### src/rtl/rrsp_pkg.sv
// Shared types, codes and defaults for the round-robin status poller.
package rrsp_pkg;

    // Default sizing
    localparam int MAX_AGENTS_DEF = 16;
    localparam int TIME_WIDTH_DEF = 32;

    // Field widths
    localparam int ID_W    = 4;
    localparam int CMD_W   = 2;
    localparam int KIND_W  = 3;
    localparam int CFG_W   = 16;
    localparam int APB_DW  = 32;
    localparam int APB_AW  = 5;

    // Input commands
    localparam logic [CMD_W-1:0] CMD_TICK      = 2'd0;
    localparam logic [CMD_W-1:0] CMD_REPLY     = 2'd1;
    localparam logic [CMD_W-1:0] CMD_UPDATE    = 2'd2;
    localparam logic [CMD_W-1:0] CMD_HEARTBEAT = 2'd3;

    // Result kinds
    localparam logic [KIND_W-1:0] KIND_POLL     = 3'd0;
    localparam logic [KIND_W-1:0] KIND_ACOUSTIC = 3'd1;
    localparam logic [KIND_W-1:0] KIND_DIRECT   = 3'd2;
    localparam logic [KIND_W-1:0] KIND_NODE_TO  = 3'd3;
    localparam logic [KIND_W-1:0] KIND_DRV_TO   = 3'd4;

    // Register indexes
    localparam logic [2:0] REG_AGENT_MASK   = 3'd0;
    localparam logic [2:0] REG_POLL_PERIOD  = 3'd1;
    localparam logic [2:0] REG_RESP_TIMEOUT = 3'd2;
    localparam logic [2:0] REG_DIRECT_TO    = 3'd3;
    localparam logic [2:0] REG_EN_DIRECT    = 3'd4;
    localparam logic [2:0] REG_EN_ACOUSTIC  = 3'd5;

    // Register reset values
    localparam logic [CFG_W-1:0] RST_AGENT_MASK   = 16'd0;
    localparam logic [CFG_W-1:0] RST_POLL_PERIOD  = 16'd10;
    localparam logic [CFG_W-1:0] RST_RESP_TIMEOUT = 16'd50;
    localparam logic [CFG_W-1:0] RST_DIRECT_TO    = 16'd30;
    localparam logic             RST_EN_DIRECT    = 1'b0;
    localparam logic             RST_EN_ACOUSTIC  = 1'b1;

    // Result buffer depth
    localparam int RES_FIFO_DEPTH = 4;

    typedef struct packed {
        logic [CMD_W-1:0] command;
        logic [ID_W-1:0]  src_id;
        logic             for_local;
        logic             decode_ok;
        logic             driver_timeout;
    } t_in_item;

    typedef struct packed {
        logic [KIND_W-1:0] kind;
        logic [ID_W-1:0]   agent_id;
        logic              last_of_run;
    } t_out_item;

    typedef struct packed {
        logic [CFG_W-1:0] agent_mask;
        logic [CFG_W-1:0] poll_period_ticks;
        logic [CFG_W-1:0] response_timeout_ticks;
        logic [CFG_W-1:0] direct_timeout_ticks;
        logic             enable_direct;
        logic             enable_acoustic;
    } t_cfg;

    // Up to two results produced by one request
    typedef struct packed {
        logic [1:0] cnt;
        t_out_item  r0;
        t_out_item  r1;
    } t_push;

endpackage

### src/rtl/rrsp_cfg.sv
// APB configuration register file for the status poller.
module rrsp_cfg
    import rrsp_pkg::*;
(
    input  logic              i_clk,
    input  logic              i_rst_n,
    input  logic              psel,
    input  logic              penable,
    input  logic              pwrite,
    input  logic [APB_AW-1:0] paddr,
    input  logic [APB_DW-1:0] pwdata,
    output logic [APB_DW-1:0] prdata,
    output logic              pready,
    output t_cfg              o_cfg
);

    t_cfg       r_cfg;
    logic       wr_en;
    logic [2:0] reg_idx;

    assign pready  = 1'b1;
    assign wr_en   = psel && penable && pwrite;
    assign reg_idx = paddr[APB_AW-1:2];
    assign o_cfg   = r_cfg;

    // Register writes
    always_ff @(posedge i_clk) begin
        if (!i_rst_n) begin
            r_cfg.agent_mask             <= RST_AGENT_MASK;
            r_cfg.poll_period_ticks      <= RST_POLL_PERIOD;
            r_cfg.response_timeout_ticks <= RST_RESP_TIMEOUT;
            r_cfg.direct_timeout_ticks   <= RST_DIRECT_TO;
            r_cfg.enable_direct          <= RST_EN_DIRECT;
            r_cfg.enable_acoustic        <= RST_EN_ACOUSTIC;
        end else if (wr_en) begin
            unique case (reg_idx)
                REG_AGENT_MASK:   r_cfg.agent_mask             <= pwdata[CFG_W-1:0];
                REG_POLL_PERIOD:  r_cfg.poll_period_ticks      <= pwdata[CFG_W-1:0];
                REG_RESP_TIMEOUT: r_cfg.response_timeout_ticks <= pwdata[CFG_W-1:0];
                REG_DIRECT_TO:    r_cfg.direct_timeout_ticks   <= pwdata[CFG_W-1:0];
                REG_EN_DIRECT:    r_cfg.enable_direct          <= pwdata[0];
                REG_EN_ACOUSTIC:  r_cfg.enable_acoustic        <= pwdata[0];
                default: ;
            endcase
        end
    end

    // Read mux
    always_comb begin
        prdata = '0;
        unique case (reg_idx)
            REG_AGENT_MASK:   prdata = APB_DW'(r_cfg.agent_mask);
            REG_POLL_PERIOD:  prdata = APB_DW'(r_cfg.poll_period_ticks);
            REG_RESP_TIMEOUT: prdata = APB_DW'(r_cfg.response_timeout_ticks);
            REG_DIRECT_TO:    prdata = APB_DW'(r_cfg.direct_timeout_ticks);
            REG_EN_DIRECT:    prdata = APB_DW'(r_cfg.enable_direct);
            REG_EN_ACOUSTIC:  prdata = APB_DW'(r_cfg.enable_acoustic);
            default:          prdata = '0;
        endcase
    end

endmodule

### src/rtl/rrsp_res_fifo.sv
// Result buffer: takes up to two results per cycle, hands out one per cycle while the receiver is ready.
module rrsp_res_fifo
    import rrsp_pkg::*;
(
    input  logic      i_clk,
    input  logic      i_rst_n,
    input  t_push     i_push,
    output logic      o_space_ok,
    output logic      o_valid,
    input  logic      i_ready,
    output t_out_item o_data
);

    localparam int DEPTH = RES_FIFO_DEPTH;
    localparam int PTR_W = $clog2(DEPTH);
    localparam int CNT_W = PTR_W + 1;

    t_out_item        r_mem [DEPTH];
    logic [PTR_W-1:0] r_wp;
    logic [PTR_W-1:0] r_rp;
    logic [CNT_W-1:0] r_count;
    logic [PTR_W-1:0] wp1;
    logic             pop;
    logic [CNT_W-1:0] left_after_pop;

    assign o_valid        = (r_count != '0);
    assign o_data         = r_mem[r_rp];
    assign pop            = o_valid && i_ready;
    assign wp1            = r_wp + 1'b1;
    assign left_after_pop = r_count - CNT_W'(pop);
    // room for a full pair of results
    assign o_space_ok     = (left_after_pop <= CNT_W'(DEPTH - 2));

    // Storage
    always_ff @(posedge i_clk) begin
        if (i_push.cnt != 2'd0) begin
            r_mem[r_wp] <= i_push.r0;
        end
        if (i_push.cnt == 2'd2) begin
            r_mem[wp1] <= i_push.r1;
        end
    end

    // Pointers and fill count
    always_ff @(posedge i_clk) begin
        if (!i_rst_n) begin
            r_wp    <= '0;
            r_rp    <= '0;
            r_count <= '0;
        end else begin
            r_wp    <= r_wp + PTR_W'(i_push.cnt);
            r_rp    <= r_rp + PTR_W'(pop);
            r_count <= left_after_pop + CNT_W'(i_push.cnt);
        end
    end

    a_count_bound: assert property (@(posedge i_clk) disable iff (!i_rst_n)
        r_count <= CNT_W'(DEPTH))
        else $error("result buffer overfilled");

    a_push_fits: assert property (@(posedge i_clk) disable iff (!i_rst_n)
        (i_push.cnt != 2'd0) |-> (left_after_pop + CNT_W'(i_push.cnt) <= CNT_W'(DEPTH)))
        else $error("push without room");

    a_pair_last: assert property (@(posedge i_clk) disable iff (!i_rst_n)
        (i_push.cnt == 2'd2) |-> (i_push.r1.last_of_run && !i_push.r0.last_of_run))
        else $error("pair end marker misplaced");

endmodule

### src/rtl/rrsp_core.sv
// Poller state, request register and single-pass event processing.
module rrsp_core
    import rrsp_pkg::*;
#(
    parameter int MAX_AGENTS = MAX_AGENTS_DEF,
    parameter int TIME_WIDTH = TIME_WIDTH_DEF
) (
    input  logic     i_clk,
    input  logic     i_rst_n,
    input  t_cfg     i_cfg,
    input  logic     i_in_valid,
    output logic     o_in_ready,
    input  t_in_item i_in_data,
    input  logic     i_space_ok,
    output t_push    o_push
);

    localparam int IDX_W = (MAX_AGENTS > 1) ? $clog2(MAX_AGENTS) : 1;
    localparam int TW    = TIME_WIDTH;

    // Request register
    logic     r_in_vld;
    t_in_item r_in;
    logic     fire;

    // Poller state
    logic [TW-1:0]         r_time;
    logic                  r_awaiting;
    logic [ID_W-1:0]       r_pending;
    logic [TW-1:0]         r_req_stamp;
    logic [TW-1:0]         r_allowed;
    logic [IDX_W-1:0]      r_next_slot;
    logic [TW-1:0]         r_hb_stamp [MAX_AGENTS];
    logic [MAX_AGENTS-1:0] r_hb_seen;

    // Next values
    logic                  n_awaiting;
    logic [ID_W-1:0]       n_pending;
    logic [TW-1:0]         n_req_stamp;
    logic [TW-1:0]         n_allowed;
    logic [IDX_W-1:0]      n_next_slot;

    // Working signals
    logic [MAX_AGENTS-1:0] live;
    logic [MAX_AGENTS-1:0] live_hi;
    logic [TW-1:0]         t_cur;
    logic [TW-1:0]         hold_at;
    logic                  id_marked;
    logic                  pend_marked;
    logic                  pend_match;
    logic                  aw0;
    logic [TW-1:0]         allow0;
    logic                  e0_vld;
    logic [KIND_W-1:0]     e0_kind;
    logic [ID_W-1:0]       e0_id;
    logic                  run_poll;
    logic                  hb_wr;
    logic [IDX_W-1:0]      pid;
    logic [TW-1:0]         hb_age;
    logic                  fresh;
    logic                  poll_go;
    logic                  poll_emit;
    t_out_item             res_e0;
    t_out_item             res_poll;

    function automatic logic [IDX_W-1:0] f_lowest(input logic [MAX_AGENTS-1:0] v);
        logic [IDX_W-1:0] idx;
        idx = '0;
        for (int i = MAX_AGENTS - 1; i >= 0; i--) begin
            if (v[i]) begin
                idx = IDX_W'(i);
            end
        end
        return idx;
    endfunction

    assign fire       = r_in_vld && i_space_ok;
    assign o_in_ready = !r_in_vld || fire;

    // Request register load
    always_ff @(posedge i_clk) begin
        if (!i_rst_n) begin
            r_in_vld <= 1'b0;
        end else if (o_in_ready) begin
            r_in_vld <= i_in_valid;
        end
    end

    always_ff @(posedge i_clk) begin
        if (!i_rst_n) begin
            r_in <= '0;
        end else if (o_in_ready && i_in_valid) begin
            r_in <= i_in_data;
        end
    end

    // Common terms
    assign live        = i_cfg.agent_mask[MAX_AGENTS-1:0];
    assign t_cur       = (r_in.command == CMD_TICK) ? r_time + 1'b1 : r_time;
    assign hold_at     = t_cur + TW'(i_cfg.poll_period_ticks);
    assign id_marked   = (32'(r_in.src_id) < MAX_AGENTS)
                         && live[r_in.src_id[IDX_W-1:0]];
    assign pend_marked = (32'(r_pending) < MAX_AGENTS) && live[r_pending[IDX_W-1:0]];
    assign pend_match  = r_awaiting && (r_in.src_id == r_pending);

    // Event handling ahead of the poll step
    always_comb begin
        aw0      = r_awaiting;
        allow0   = r_allowed;
        e0_vld   = 1'b0;
        e0_kind  = KIND_POLL;
        e0_id    = r_pending;
        run_poll = 1'b0;
        hb_wr    = 1'b0;
        unique case (r_in.command)
            CMD_TICK: begin
                run_poll = 1'b1;
                if (r_awaiting
                    && ((t_cur - r_req_stamp) > TW'(i_cfg.response_timeout_ticks))) begin
                    e0_vld  = 1'b1;
                    e0_kind = KIND_NODE_TO;
                    aw0     = 1'b0;
                    allow0  = hold_at;
                end
            end
            CMD_REPLY: begin
                if (pend_match && r_in.for_local) begin
                    if (!pend_marked) begin
                        // agent dropped from the mask: end quietly, no holdoff
                        aw0 = 1'b0;
                    end else if (r_in.decode_ok) begin
                        e0_vld   = 1'b1;
                        e0_kind  = KIND_ACOUSTIC;
                        aw0      = 1'b0;
                        allow0   = hold_at;
                        run_poll = 1'b1;
                    end
                end
            end
            CMD_UPDATE: begin
                if (pend_match && r_in.driver_timeout) begin
                    e0_vld   = 1'b1;
                    e0_kind  = KIND_DRV_TO;
                    aw0      = 1'b0;
                    allow0   = hold_at;
                    run_poll = 1'b1;
                end
            end
            CMD_HEARTBEAT: begin
                if (i_cfg.enable_direct && id_marked) begin
                    hb_wr   = 1'b1;
                    e0_vld  = 1'b1;
                    e0_kind = KIND_DIRECT;
                    e0_id   = r_in.src_id;
                end
            end
        endcase
    end

    // Round-robin pick: lowest marked id at or after the next slot, else wrap
    always_comb begin
        for (int i = 0; i < MAX_AGENTS; i++) begin
            live_hi[i] = live[i] && (IDX_W'(i) >= r_next_slot);
        end
    end

    assign pid     = (|live_hi) ? f_lowest(live_hi) : f_lowest(live);
    assign hb_age  = t_cur - r_hb_stamp[pid];
    assign fresh   = i_cfg.enable_direct && r_hb_seen[pid]
                     && (hb_age < TW'(i_cfg.direct_timeout_ticks));
    assign poll_go = run_poll && !aw0 && (|live) && !(t_cur < allow0);

    // Poll step
    always_comb begin
        n_awaiting  = aw0;
        n_pending   = r_pending;
        n_req_stamp = r_req_stamp;
        n_allowed   = allow0;
        n_next_slot = r_next_slot;
        poll_emit   = 1'b0;
        if (poll_go) begin
            n_next_slot = (pid == IDX_W'(MAX_AGENTS - 1)) ? '0 : pid + 1'b1;
            if (fresh || !i_cfg.enable_acoustic) begin
                n_allowed = hold_at;
            end else begin
                poll_emit   = 1'b1;
                n_awaiting  = 1'b1;
                n_pending   = ID_W'(pid);
                n_req_stamp = t_cur;
            end
        end
    end

    // Result packing
    always_comb begin
        res_e0.kind          = e0_kind;
        res_e0.agent_id      = e0_id;
        res_e0.last_of_run   = !poll_emit;
        res_poll.kind        = KIND_POLL;
        res_poll.agent_id    = ID_W'(pid);
        res_poll.last_of_run = 1'b1;
        o_push.cnt = fire ? (2'(e0_vld) + 2'(poll_emit)) : 2'd0;
        o_push.r0  = e0_vld ? res_e0 : res_poll;
        o_push.r1  = res_poll;
    end

    // State update
    always_ff @(posedge i_clk) begin
        if (!i_rst_n) begin
            r_time      <= '0;
            r_awaiting  <= 1'b0;
            r_pending   <= '0;
            r_req_stamp <= '0;
            r_allowed   <= '0;
            r_next_slot <= '0;
            r_hb_seen   <= '0;
        end else if (fire) begin
            r_time      <= t_cur;
            r_awaiting  <= n_awaiting;
            r_pending   <= n_pending;
            r_req_stamp <= n_req_stamp;
            r_allowed   <= n_allowed;
            r_next_slot <= n_next_slot;
            if (hb_wr) begin
                r_hb_seen[r_in.src_id[IDX_W-1:0]] <= 1'b1;
            end
        end
    end

    // Heartbeat stamps, guarded by the seen bits
    always_ff @(posedge i_clk) begin
        if (fire && hb_wr) begin
            r_hb_stamp[r_in.src_id[IDX_W-1:0]] <= r_time;
        end
    end

    a_poll_arms: assert property (@(posedge i_clk) disable iff (!i_rst_n)
        (fire && poll_emit) |=> (r_awaiting && (r_pending == ID_W'($past(pid)))))
        else $error("poll sent without arming the request");

    a_idle_hold: assert property (@(posedge i_clk) disable iff (!i_rst_n)
        !fire |=> ($stable(r_time) && $stable(r_awaiting) && $stable(r_next_slot)))
        else $error("state moved without a request");

    a_pair_kinds: assert property (@(posedge i_clk) disable iff (!i_rst_n)
        (o_push.cnt == 2'd2) |-> ((o_push.r1.kind == KIND_POLL)
            && ((o_push.r0.kind == KIND_NODE_TO) || (o_push.r0.kind == KIND_ACOUSTIC)
                || (o_push.r0.kind == KIND_DRV_TO))))
        else $error("unexpected result pair");

endmodule

### src/rtl/round_robin_status_poller_unit.sv
// Top level of the round-robin status poller: config port, core and result buffer.
// Flow: an accepted request is held in the request register until the result buffer
//   has room for a pair of results, then processed; its results pass through the buffer.
// Throughput: one request per cycle while the buffer has that room; the output port
//   moves one result per cycle while the receiver is ready.
// Reset: synchronous, active low; clears poller state and loads register defaults.
module round_robin_status_poller_unit
    import rrsp_pkg::*;
#(
    parameter int MAX_AGENTS = MAX_AGENTS_DEF,
    parameter int TIME_WIDTH = TIME_WIDTH_DEF
) (
    input  logic              i_clk,
    input  logic              i_rst_n,
    input  logic              psel,
    input  logic              penable,
    input  logic              pwrite,
    input  logic [APB_AW-1:0] paddr,
    input  logic [APB_DW-1:0] pwdata,
    output logic [APB_DW-1:0] prdata,
    output logic              pready,
    input  logic              i_in_valid,
    output logic              o_in_ready,
    input  t_in_item          i_in_data,
    output logic              o_out_valid,
    input  logic              i_out_ready,
    output t_out_item         o_out_data
);

    t_cfg  cfg;
    t_push push;
    logic  space_ok;

    // Configuration registers
    rrsp_cfg u_cfg (
        .i_clk   (i_clk),
        .i_rst_n (i_rst_n),
        .psel    (psel),
        .penable (penable),
        .pwrite  (pwrite),
        .paddr   (paddr),
        .pwdata  (pwdata),
        .prdata  (prdata),
        .pready  (pready),
        .o_cfg   (cfg)
    );

    // Event processing
    rrsp_core #(
        .MAX_AGENTS (MAX_AGENTS),
        .TIME_WIDTH (TIME_WIDTH)
    ) u_core (
        .i_clk      (i_clk),
        .i_rst_n    (i_rst_n),
        .i_cfg      (cfg),
        .i_in_valid (i_in_valid),
        .o_in_ready (o_in_ready),
        .i_in_data  (i_in_data),
        .i_space_ok (space_ok),
        .o_push     (push)
    );

    // Result buffer
    rrsp_res_fifo u_res (
        .i_clk      (i_clk),
        .i_rst_n    (i_rst_n),
        .i_push     (push),
        .o_space_ok (space_ok),
        .o_valid    (o_out_valid),
        .i_ready    (i_out_ready),
        .o_data     (o_out_data)
    );

endmodule

### config.mk
export PLATFORM = sky130hd
export DESIGN_NAME = round_robin_status_poller_unit
export DESIGN_NICKNAME = d
export VERILOG_FILES = /design/src/rtl/rrsp_pkg.sv /design/src/rtl/rrsp_cfg.sv /design/src/rtl/rrsp_res_fifo.sv /design/src/rtl/rrsp_core.sv /design/src/rtl/round_robin_status_poller_unit.sv
export SDC_FILE = /design/constraint.sdc
export NUM_CORES = 2
export LEC_CHECK = 0
export BUFFER_PORTS_ARGS = -buffer_cell sky130_fd_sc_hd__buf_4
export CORE_MARGIN = 3
export CORE_UTILIZATION = 50
export DETAILED_ROUTE_END_ITERATION = 7
export HOLD_SLACK_MARGIN = 0.15
export PLACE_DENSITY = 0.77
export SETUP_SLACK_MARGIN = 0.02
export SYNTH_ARGS = -nofsm -noshare
export SYNTH_HDL_FRONTEND = slang
export SYNTH_SLANG_ARGS = --single-unit
### constraint.sdc
create_clock -name i_clk -period 14.2 [get_ports i_clk]
set_clock_uncertainty 0.05 [all_clocks]
set_input_delay 0 -clock i_clk [delete_from_list [all_inputs] [get_ports i_clk]]
set_output_delay 0 -clock i_clk [all_outputs]
set_load 0.05 [all_outputs]
* Yosys cells after proc, flatten, opt, wreduce, memory -nomap -nowiden *
Memory sizes are Yosys's and may differ from the RTL's. A register that Yosys moved wholly into a read port is not among the register bits.
Index checks and enable logic that the tools add are counted.

word-level totals
  register bits after elaboration = 204
  memory bits (writable) = 544
  bits of input ports = 53
  logic and storage cells = 216
  memories = 2

memory list
  name               words  bits a word  read ports  clocked after Yosys merged registers in  wr ports  RTL line             text
  u_core.r_hb_stamp  16     32           1           0                                        1         rrsp_core.sv:33      logic [TW-1:0] r_hb_stamp [MAX_AGENTS];
  u_res.r_mem        4      8            1           1                                        2         rrsp_res_fifo.sv:18  t_out_item r_mem [DEPTH];

cells by class
  add/subtract/negate cells = 11
  order comparisons = 24
  eq/ne operators = 11
  muxes and demuxes = 89
  bitwise logic cells = 2
  reductions and logical operators = 55

operator list
  cell                     count
  $mux W32                 8
  $mux W4                  36
  $pmux W16 S6             1
  $pmux W32 S3             1
  $sub A32 B32 Y32         2
  $logic_and A1 B1 Y1      33
  $add A32 B1 Y32 const B  1
  $add A32 B16 Y32         1
  $ge A4 B4 Y1 const A     8
  $gt A32 B16 Y1           1
  $lt A32 B16 Y1           1
  $lt A32 B32 Y1           1
  $reduce_or A16 Y1        2
  $mux W1                  27
  $ge A3 B4 Y1 const A     4
  $or A16 B16 Y16          1
  $reduce_and A2 Y1        8
  $lt A4 B5 Y1 const B     3
  $bmux W1 S4              3
  $pmux W3 S4              1
  $mux W3                  3
  $ge A1 B4 Y1 const A     2
  $ge A2 B4 Y1 const A     2
  $mux W2                  4
  28 further kinds         38

* Depth between registers and ports, before layout *
  depth after elaboration = 31
  gate-level depth with buffers = 49
  mapped depth without buffers = 46

* Modules after synthesis *
From an unflattened synthesis, not the netlist that was laid out.

unflattened totals
  cells, all modules = 3598
  area, all modules = 38899.8 um^2

by module, submodules not included
  module         times used  cells each  area each (um^2)  sequential area each (um^2)
  rrsp_core      1           3168        33736.1           17997.3
  rrsp_cfg       1           305         3165.5            1321.3
  rrsp_res_fifo  1           125         1998.2            1101.1

* Least setup slack after synthesis *
OpenSTA, ideal clock, no wires.

  path type = reg-to-reg
  start = reg u_core.r_time[0]
  end = mem u_res.r_mem[3][4] in the netlist's numbering (data pin)
  setup time = 0.271 ns
  data arrival time = 9.668 ns
  data required time = 13.879 ns
  slack = 4.210 ns
  cell stages (with the launch flop) = 45
  clock period less this slack = 9.990 ns
  cells stage by stage = dfxtp_1 > ha_1 > or3b_2 > nor2b_1 > nand4_1 > nor2_1 > nand3_1 > xnor2_1 > ha_1 > buf_2 > a21oi_1 > a21boi_0 > nor3_1 > nand2_1 > xor2_1 > ha_1 > nand4_1 > or4_1 > [... 9 more ...] > ha_1 > a21o_1 > a21o_1 > a21o_1 > a21o_1 > a211oi_1 > o31ai_1 > nor4_1 > nor2_1 > nand3_1 > a21oi_1 > and2_1 > ha_1 > and3_1 > nand2b_1 > nand3_1 > clkbuf_1 > o22ai_1

RTL lines
  element                   RTL line             text
  start: declaration        rrsp_core.sv:27      logic [TW-1:0] r_time;
  start signal: assignment  rrsp_core.sv:218     r_time <= t_cur;
  end: declaration          rrsp_res_fifo.sv:18

* Worst setup path after layout *
  start = reg u_core.r_time[0]
  end = reg u_core.r_allowed[26]

between the ends
  longest elaborated chain between the ends = 12

RTL lines
  element                                                                   RTL line          text
  $add A32 B1 Y32 *                                                         rrsp_core.sv:99   assign t_cur = (r_in.command == CMD_TICK) ? r_time + 1'b1 : r_time;
  $mux W32 *                                                                rrsp_core.sv:99
  named net u_core.t_cur[8]                                                 rrsp_core.sv:46   logic [TW-1:0] t_cur;
  parallel branches: the longest is 9 deep, another holds $sub A32 B32 Y32  -
  $mux W32 *                                                                rrsp_core.sv:181  if (poll_go) begin
  end signal: assignment                                                    rrsp_core.sv:222  r_allowed <= n_allowed;
  end: declaration                                                          rrsp_core.sv:31   logic [TW-1:0] r_allowed;

Mark *: on every way through the listed nets, which the timed path passes.
A chain may end at the register's enable or synchronous reset.

==> key figures <==
Status
  – Status: complete, no violations

Clock network
  – TritonCTS clock tree: built
  – CTS HTree Levels: 3
  – CTS Buf Count: 79
  – Clock sink total: about 750
  – Post-CTS sizing: 0
  – Number of post-CTS setup repair buffers: 0
  – Clk root buf: clkbuf_16
  – Bufs on Longest Clock Path: 3
  – Clock Pin Slew Worst Setup and Hold Paths: 0.06 ns
  – Cts hold-fix bufs: 63
  – Clk Latency, worst-skew pair: 0.65 ns

Cells and area
  – Sequential Area: ~0.02 mm^2
  – Final Core Density: 57.1%
  – Fin cells: ~5000
  – Share of layout cells above drive strength 1: 8.24%
  – Multi-input logic area: approximately 0.017 mm^2
  – Fillcell total: ~6300
  – Layout Nets: 4154
  – Antenna Cells: 0
  – Synthesis-to-layout area growth: 12.2%
  – Fin area: 0.0437 mm^2

Synth
  – Area of the mapped netlist: ~0.039 mm^2
  – Ys flop type: edfxtp_1
  – Yosys warns: 0
  – Synth area leaders: edfxtp_1 41%, dfxtp_1 11%, nand2_1 6.7%
  – Synth Instances: just under 4000
  – Share of the synthesized area in the top cell type: 40.7%
  – Unique masters post-synth: 90
  – Yosys reg bits: 748
  – Top post-synthesis cells by count: 693 x nand2_1, 528 x edfxtp_1, 412 x nor2_1, 220 x dfxtp_1, 192 x a21oi_1
  – Asr flop ratio synth: 0%
  – Seq/Total Area, Yosys: 52.0%
  – Syn avg cell area: 9.99 um^2
  – Most common cell in the synthesized netlist: nand2_1
  – EDFF count, synth: 528
  – Area leader, netlist: edfxtp_1

Setup path
  – Worst Path Arrival: 13.56 ns
  – Max stage delay cell, worst path: dfxtp_1
  – Data required time of the worst path: 14.70 ns
  – Crit Path Max Fanout: 20
  – Crit-path most repeated cell: nand4_1
  – Worst setup SP type: flop
  – Worst Setup End Kind: flop
  – Critical path type: reg -> reg
  – Slowest cell delay on critical path: 0.76 ns

Timing
  – Worst slew margin: roughly a quarter
  – Setup TNS: 0 ns
  – Period utilization: 92.0%
  – Slew @ Worst Pin: roughly 1.1 ns
  – Final hold vios: 0
  – Max Clk Rate: roughly 77 MHz
  – Final slew viol count: 0
  – Minimum clock period: 13.06 ns
  – Worst hold slack: 0.183 ns
  – Unrepaired setup endpoints after global routing: no
  – Final setup fails: 0

Placed design
  – Port Buffers: 60
  – Post-Place Cells: roughly 4800
  – Placed inst area: around 0.04 mm^2
  – GP Congestion: 0.991
  – Detailed placement HPWL: 69.1 mm

Power
  – VDD IR max: 0.000107 V
  – PwrDens: 129 mW/mm^2
  – Sw frac: between 20% and 30%
  – Leakage: roughly 16 nW
  – Gate power share: 20.4%
  – Sequential share of power: around 42%
  – Clock Power Share: a little under two fifths
  – Sw power: 1.66 mW
  – Cell Int Power: 4.00 mW

Die
  – Die span in y: 285 um
  – Die width: 285 um
  – Placeable Area: 0.0766 mm^2
  – Initial Util: 50.9%
  – Row count: 101
  – Top-level port count: 96
  – Die area: about 0.081 mm^2

Detailed routing
  – Starting DRT DRC Count: about 3800
  – 1st-pass router iterations: 5
  – Via count: 30900
  – Routed WL: 110 mm
  – WL per Instance: around 22 um
  – Vias per cell: slightly above 6
  – DRC Markers: 0
  – Antenna-violating nets left: 0

Worst hold path
  – Hold Crit Class: in -> reg

Global route
  – Total track usage: 26.4%
  – Largest net degree at the start of global routing: 210
  – Vias in the first global route: 29100
  – First-pass GRT wire length: roughly 170 mm
  – Overflow after GRT: 0
  – Initial antenna violation count: 2

Flow run
  – Maxcap violations: 0
## state kept, by name (all words and copies together), names as in the netlist, 4 cells and up
register / count
u_core.r_hb_seen: 16
u_core.r_req_stamp: 32
u_core.r_in: 9
u_core.r_time: 32
u_core.r_hb_stamp: 512
u_cfg.o_cfg: 66
u_core.r_allowed: 32
u_core.r_pending: 4
u_core.r_next_slot: 4
u_res.r_mem: 32
## final timing paths
kind                          start                    to  slack (ns)  depth (start not counted)
hold reg to reg   u_res.r_mem[2][5]     u_res.r_mem[2][5]        0.41                          2
setup reg to reg   u_core.r_time[0]  u_core.r_allowed[26]        1.14                         39
hold / removal           pwdata[11]       u_cfg.o_cfg[61]        0.18                          4
setup / recovery   u_core.r_time[0]  u_core.r_allowed[26]        1.14                         39
## power by group through the flow
stage	logic [mW]	registers, mW	clock network [mW]
2_1_floorplan	0.809	2.41	0
3_3_place_gp	1.08	2.43	0
3_5_place_dp	1.10	2.43	0
4_1_cts	1.13	2.39	2.12
5_1_grt	1.25	2.39	2.21
6_report	1.15	2.39	2.11
## cells by family (layout without fill, tap and decap cells)
| kind of cell | Yosys count | in the layout | share of synthesized area, % |
|---|---|---|---|
| fa+ha+maj | 157 | 157 | 5.12 |
| simple gates | 1629 | 1629 | 18.8 |
| flops | 748 | 748 | 52.0 |
| compound gates | 735 | 735 | 12.8 |
| mux | 137 | 137 | 4.60 |
| other cells | 2 | 17 | 0.0193 |
| buf+inv | 363 | 457 | 3.76 |
| xor+xnor | 127 | 127 | 2.90 |
## worst max-delay path, delay by kind of cell, from the launching register on
| kind | cells | cell delay [ns] |
|---|---|---|
| and+or+nand+nor | 17 | 5.83 |
| buffers and inverters | 1 | 0.21 |
| DFF | 1 | 0.76 |
| xor gates and xnor gates | 2 | 0.33 |
| muxes | 1 | 0.28 |
| adders and majority gates | 4 | 1.28 |
| AOI/OAI and AO/OA | 14 | 4.18 |
## routing by layer
metal	global-route usage (%)	part of all wire, %
met4	10.0	3.5
met1	36.5	42
met5	0	0.047
met2	41.2	45
met3	5.37	9.4
## per-stage QoR
step                setup WS (ns)  power [mW]
floorplan                    4.21        3.22
global placement             2.18        3.51
detailed placement           1.87        3.53
CTS                          1.69        5.64
global route                0.325        5.85
finish                       1.14        5.66
## final cells by class
cell class / instances / share of cell area (%)
multi-input cells: 2802 / 39.9
repair buffers: 189 / 3.64
flip-flops and latches: 748 / 46.4
clock buffers: 111 / 5.06
clock inverters: 33 / 0.959
inverters: 124 / 1.11
well taps: 1030 / 2.95
## placed cells by master (no fill, tap or decap), types with 11 or more instances in the layout
cell,n
nand2_1,692
edfxtp_1,528
nor2_1,398
dfxtp_1,220
a21oi_1,192
nand3_1,167
ha_1,153
buf_4,125
inv_1,121
o21ai_0,99
mux2i_1,97
o211ai_1,92
and3_1,82
clkbuf_16,82
a311oi_1,69
xnor2_1,68
dlygate4sd3_1,63
xor2_1,58
nand4_1,40
a21o_1,40
nor3_1,38
nor2b_1,37
o31ai_1,36
mux4_2,33
a211oi_1,32
nand2b_1,29
and2_1,28
or3_1,27
clkbuf_1,24
o22ai_1,23
a31oi_1,19
conb_1,17
o21a_1,16
nor4_1,15
o21bai_1,14
nor2_4,14
a2111oi_0,12
o311ai_0,11
Note: power is estimated with default switching activity, not from simulation.
